===== config.mk =====
export PLATFORM = sky130hd
export DESIGN_NAME = ihc_parse
export DESIGN_NICKNAME = d
export VERILOG_FILES = /design/src/rtl/ihc_pkg.sv /design/src/rtl/ihc_parse.sv
export SDC_FILE = /design/constraint.sdc
export NUM_CORES = 1
export LEC_CHECK = 0
export BUFFER_PORTS_ARGS = -buffer_cell sky130_fd_sc_hd__buf_2
export CELL_PAD_IN_SITES_DETAIL_PLACEMENT = 0
export CELL_PAD_IN_SITES_GLOBAL_PLACEMENT = 1
export CORE_ASPECT_RATIO = 0.5
export CORE_MARGIN = 2
export CORE_UTILIZATION = 25
export DETAILED_ROUTE_END_ITERATION = 12
export PLACE_DENSITY_LB_ADDON = 0.1
export SYNTH_ARGS = -nofsm -noshare
export SYNTH_HDL_FRONTEND = slang
export SYNTH_SLANG_ARGS = --single-unit
export TNS_END_PERCENT = 10

===== constraint.sdc =====
create_clock -name clk -period 16.2 [get_ports clk]
set_input_delay 4.05 -clock clk [delete_from_list [all_inputs] [get_ports clk]]
set_output_delay 4.05 -clock clk [all_outputs]
set_load 0.005 [all_outputs]

===== src/rtl/ihc_pkg.sv =====
// Shared types and constants for the IPv4 header checker.
package ihc_pkg;

	localparam logic [2:0] ST_OK        = 3'd0;
	localparam logic [2:0] ST_SHORT     = 3'd1;
	localparam logic [2:0] ST_BAD_HLEN  = 3'd2;
	localparam logic [2:0] ST_BAD_CSUM  = 3'd3;
	localparam logic [2:0] ST_FRAG      = 3'd4;
	localparam logic [2:0] ST_NOT_ICMP  = 3'd5;

	localparam logic [15:0] MIN_LEN     = 16'd20;
	localparam logic [3:0]  MIN_WORDS   = 4'd5;
	localparam logic [7:0]  PROTO_ICMP  = 8'd1;
	localparam logic [15:0] CNT_MAX     = 16'hFFFF;

	typedef struct packed {
		logic [2:0]  status;
		logic [3:0]  version;
		logic [3:0]  header_words;
		logic [15:0] total_length;
		logic [15:0] ident;
		logic [2:0]  flag_bits;
		logic [12:0] frag_offset;
		logic [7:0]  ttl;
		logic [7:0]  protocol;
		logic [31:0] src_addr;
		logic [31:0] dest_addr;
		logic [15:0] payload_bytes;
	} result_t;

	typedef struct packed {
		logic       adv;
		logic       last;
		logic [7:0] data;
	} byte_ctl_t;

endpackage


===== src/rtl/ihc_parse.sv =====
// Per-byte header capture, checksum accumulation and verdict logic.
module ihc_parse (
	input  logic               clk,
	input  logic               arst_n,
	input  ihc_pkg::byte_ctl_t ctl,
	output ihc_pkg::result_t   res
);
	import ihc_pkg::*;

	logic [15:0] cnt_q, sum_q, tl_q, id_q;
	logic [7:0]  hold_q, ttl_q, proto_q;
	logic [3:0]  hw_q, ver_q;
	logic [2:0]  flags_q;
	logic [12:0] off_q;
	logic [31:0] src_q, dest_q;

	logic [15:0] cnt_n, sum_n, tl_n, id_n;
	logic [7:0]  hold_n, ttl_n, proto_n, b;
	logic [3:0]  hw_n, ver_n;
	logic [2:0]  flags_n;
	logic [12:0] off_n;
	logic [31:0] src_n, dest_n;
	logic [5:0]  hlen;
	logic [16:0] s;
	logic [15:0] idx;

	always_comb begin
		b       = ctl.data;
		idx     = cnt_q;
		ver_n   = ver_q;
		hw_n    = hw_q;
		tl_n    = tl_q;
		id_n    = id_q;
		flags_n = flags_q;
		off_n   = off_q;
		ttl_n   = ttl_q;
		proto_n = proto_q;
		src_n   = src_q;
		dest_n  = dest_q;
		hold_n  = hold_q;
		sum_n   = sum_q;
		s       = 17'd0;

		unique case (idx)
			16'd0: begin
				ver_n = b[7:4];
				hw_n  = b[3:0];
			end
			16'd2: tl_n[15:8] = b;
			16'd3: tl_n[7:0]  = b;
			16'd4: id_n[15:8] = b;
			16'd5: id_n[7:0]  = b;
			16'd6: begin
				flags_n     = b[7:5];
				off_n[12:8] = b[4:0];
			end
			16'd7: off_n[7:0] = b;
			16'd8: ttl_n      = b;
			16'd9: proto_n    = b;
			16'd12, 16'd13, 16'd14, 16'd15: src_n  = {src_q[23:0], b};
			16'd16, 16'd17, 16'd18, 16'd19: dest_n = {dest_q[23:0], b};
			default: ;
		endcase

		hlen = {hw_n, 2'b00};
		if (idx < {10'd0, hlen}) begin
			if (!idx[0]) begin
				hold_n = b;
			end else begin
				s     = {1'b0, sum_q} + {1'b0, hold_q, b};
				sum_n = s[15:0] + {15'd0, s[16]};
			end
		end

		cnt_n = (cnt_q != CNT_MAX) ? cnt_q + 16'd1 : cnt_q;

		priority if (cnt_n < MIN_LEN)                     res.status = ST_SHORT;
		else if (hw_n < MIN_WORDS)                         res.status = ST_BAD_HLEN;
		else if (cnt_n < {10'd0, hlen})                    res.status = ST_SHORT;
		else if (sum_n != 16'hFFFF && sum_n != 16'h0000)   res.status = ST_BAD_CSUM;
		else if (flags_n[0] || off_n != 13'd0)             res.status = ST_FRAG;
		else if (proto_n != PROTO_ICMP)                    res.status = ST_NOT_ICMP;
		else                                               res.status = ST_OK;

		res.version       = ver_n;
		res.header_words  = hw_n;
		res.total_length  = tl_n;
		res.ident         = id_n;
		res.flag_bits     = flags_n;
		res.frag_offset   = off_n;
		res.ttl           = ttl_n;
		res.protocol      = proto_n;
		res.src_addr      = src_n;
		res.dest_addr     = dest_n;
		res.payload_bytes = (cnt_n >= {10'd0, hlen}) ? cnt_n - {10'd0, hlen} : 16'd0;
	end

	always_ff @(posedge clk or negedge arst_n) begin
		if (!arst_n) begin
			cnt_q   <= '0;
			sum_q   <= '0;
			hold_q  <= '0;
			hw_q    <= '0;
			ver_q   <= '0;
			tl_q    <= '0;
			id_q    <= '0;
			flags_q <= '0;
			off_q   <= '0;
			ttl_q   <= '0;
			proto_q <= '0;
			src_q   <= '0;
			dest_q  <= '0;
		end else if (ctl.adv) begin
			if (ctl.last) begin
				cnt_q   <= '0;
				sum_q   <= '0;
				hold_q  <= '0;
				hw_q    <= '0;
				ver_q   <= '0;
				tl_q    <= '0;
				id_q    <= '0;
				flags_q <= '0;
				off_q   <= '0;
				ttl_q   <= '0;
				proto_q <= '0;
				src_q   <= '0;
				dest_q  <= '0;
			end else begin
				cnt_q   <= cnt_n;
				sum_q   <= sum_n;
				hold_q  <= hold_n;
				hw_q    <= hw_n;
				ver_q   <= ver_n;
				tl_q    <= tl_n;
				id_q    <= id_n;
				flags_q <= flags_n;
				off_q   <= off_n;
				ttl_q   <= ttl_n;
				proto_q <= proto_n;
				src_q   <= src_n;
				dest_q  <= dest_n;
			end
		end
	end

endmodule


==> metrics <==
via count=9914; R2R Path Start=sum_q[0]; Post-Syn Nets=1431; Clock Skew=between 10 and 15 ps; Reg2Reg Depth=22; Clock Sinks=176; Max clock buf depth=2; Post-Synthesis Cells=between 1000 and 1500; pin count of the biggest net entering global routing=96; postcts setup bufs=0; H-tree depth=4; FFs w/ async S/R, synth=100%; RSZ-0062 raised after global routing=false; Max Cap Viol=0; die area=46400 sq um; FP Rows=54; Initial Utilization=25.4%; Distinct cells, synth=80; Worst EP required=12150 ps; Leak=6.16 nW; global-route wire length before repair=58900 microns; dpl cell area=12500 sq um; DP Worst Slack=2290 ps; WL final=37600 microns; vias in the first global route=between 9000 and 10000; nets=1547; Slew Viols, Final=0; CTS buffer count=17; Pre-antenna DRT Iters=6; Hold Slack=519 ps; # diodes=0; Root Buffer=clkbuf_16; DR iter-0 viols=599; area leader, netlist=dfrtp_1; crit path time final=about 14000 ps; FMAX=71.9 MHz; Fill cells=4787; Routed Antenna Nets=0; startpoint types=primary input; post-detail-place hpwl=26500 microns; Setup crit end kind=output pin; area grow syn2layout=17.3%; area taken by multi-input logic gates=5720 sq um; CTS resizes=0; clock input transition at the sequential cells of the worst setup and hold paths=80 ps; routability cong.=0.847; Util after Layout=29.8%; Core Region=43800 sq um; status=completed; Max FO, Critical Path=9; max_slew headroom=25.5%; hold crit path type=reg2reg; Seq. cell area=4400 sq um; Worst VDD drop=approximately 75 uV; setup tns final=0 ps; Setup Viol. Count Final=0; r2r setup slk=11200 ps; die span in y=153 microns; Syn Area/Cell=8.02 sq um; worst setup path endpoint=res[154]; Total GRT Usage=16.4%; I/O pins=between 150 and 200; CTS tree=built; Critical Path Source=ctl[1]; Pwr Density=95.0 nW/um^2; Post-synth top cells=nand2_1, o21ai_0, inv_1, dfrtp_1, clkbuf_1; fin area=13100 sq um; post-synthesis sequential area ratio=39.5%; CP arrival=9850 ps; largest cells by area after synthesis=dfrtp_1, o21ai_0, nand2_1; fin crit share=85.8%; worst-skew pair later-pin latency=approximately 450 ps; most frequent cell after synthesis=nand2_1; Die W=302 microns; initial antenna violation count=0; Tightest Pin Transition=1120 ps; Final Hold Viols=0; fin worst setup slack=roughly 2300 ps; per-cell routed wire length=17.9 microns; Synth top area share=39.5%; port bufs=166; cell area after synthesis=11100 sq um; Seq cells post-synth=176; worst r2r dst=sum_q[15]; total grt overflow=0; Post-synth top flop=dfrtp_1; Post-synth EDFFs=0; Synth Warn #=0; DR vias/cell=~4.7; CP Class=in2out; fraction of layout cells with a size suffix above 1=18.2%; hold buffer count at CTS=0; Residual DRC=0
-- per-stage QoR --
step	total power [mW]	cells
finish	1.24	2105
global route	1.32	2105
CTS	1.26	2105
detailed placement	0.824	2073
global placement	0.825	2073
floorplan	0.707	1388
-- cell usage in the layout (no fill, tap or decap), types with 22 or more instances in the layout --
cell / synthesis / layout
nand2_1: 247 / 247
o21ai_0: 223 / 222
inv_1: 192 / 192
dfrtp_1: 176 / 176
buf_2: 5 / 164
nor2_1: 53 / 53
mux2_2: 37 / 37
o22ai_1: 34 / 34
a21oi_1: 30 / 30
ha_1: 29 / 29
xnor2_1: 28 / 28
nand3_1: 24 / 24
mux2i_1: 22 / 22
-- critical path, cell delays in order --
cell and delay [ps]:
buf_2 180, clkinv_1 340, fa_1 580, nand2b_2 270, a211oi_2 300, o21ai_0 190
nand2_1 170, a21o_1 130, a21oi_1 50, nor2_1 100, o21ai_0 80, nand2b_1 90
ha_1 220, or3b_1 370, a2111oi_2 210, o211ai_1 340, nor4_2 480, nand2b_1 120
xor2_1 220, a21oi_1 90, or3b_1 390, o41ai_2 490, nor3b_2 240, buf_2 130
-- where the power goes --
group          switching [mW]  leakage (nW)  total, mW  internal, mW
Combinational           0.212          3.43      0.338         0.125
Clock                   0.215         0.293      0.430         0.215
Sequential             0.0190          2.44      0.475         0.456
-- cell type report --
| cell class | instances | area share [%] |
|---|---|---|
| multi-input cells | 943 | 43.8 |
| flip-flops and latches | 176 | 33.7 |
| repair buffers | 173 | 6.83 |
| well taps | 588 | 5.63 |
| inverters | 193 | 5.54 |
| clock buffers | 19 | 3.47 |
| clock inverters | 13 | 1.04 |
-- worst min-delay path by stage --
stage               startpoint         end  slack [ps]  depth (start not counted)
floorplan            hold_q[0]   hold_q[0]         480                          1
global placement    flags_q[2]  flags_q[2]         510                          2
detailed placement  flags_q[2]  flags_q[2]         510                          2
CTS                 flags_q[2]  flags_q[2]         520                          2
global route          tl_q[15]    tl_q[15]         550                          2
finish              flags_q[2]  flags_q[2]         520                          2
-- state kept, by name (all words and copies together) (netlist names), 8 cells and up --
register  flops
tl_q         16
src_q        32
ttl_q         8
proto_q       8
dest_q       32
off_q        13
cnt_q        16
sum_q        16
hold_q        8
id_q         16
-- metal layers --
layer,up-vias,GRT usage [%],share of wire (%)
met4,0,3.52,1.2
met3,22,2.79,2.6
li1,4906,-,-
met2,136,28.1,50
met5,-,0,0
met1,4850,21.8,47
-- cell families after synthesis --
family,count (synthesis),share of synthesized area (%)
adders and majority gates,31,3.62
AOI/OAI and AO/OA,374,20.0
buffers and inverters,269,9.19
xor gates and xnor gates,44,3.46
DFF,176,39.5
muxes,59,5.72
and+or+nand+nor,435,18.5
No activity file was read; power rests on OpenSTA's default activity.
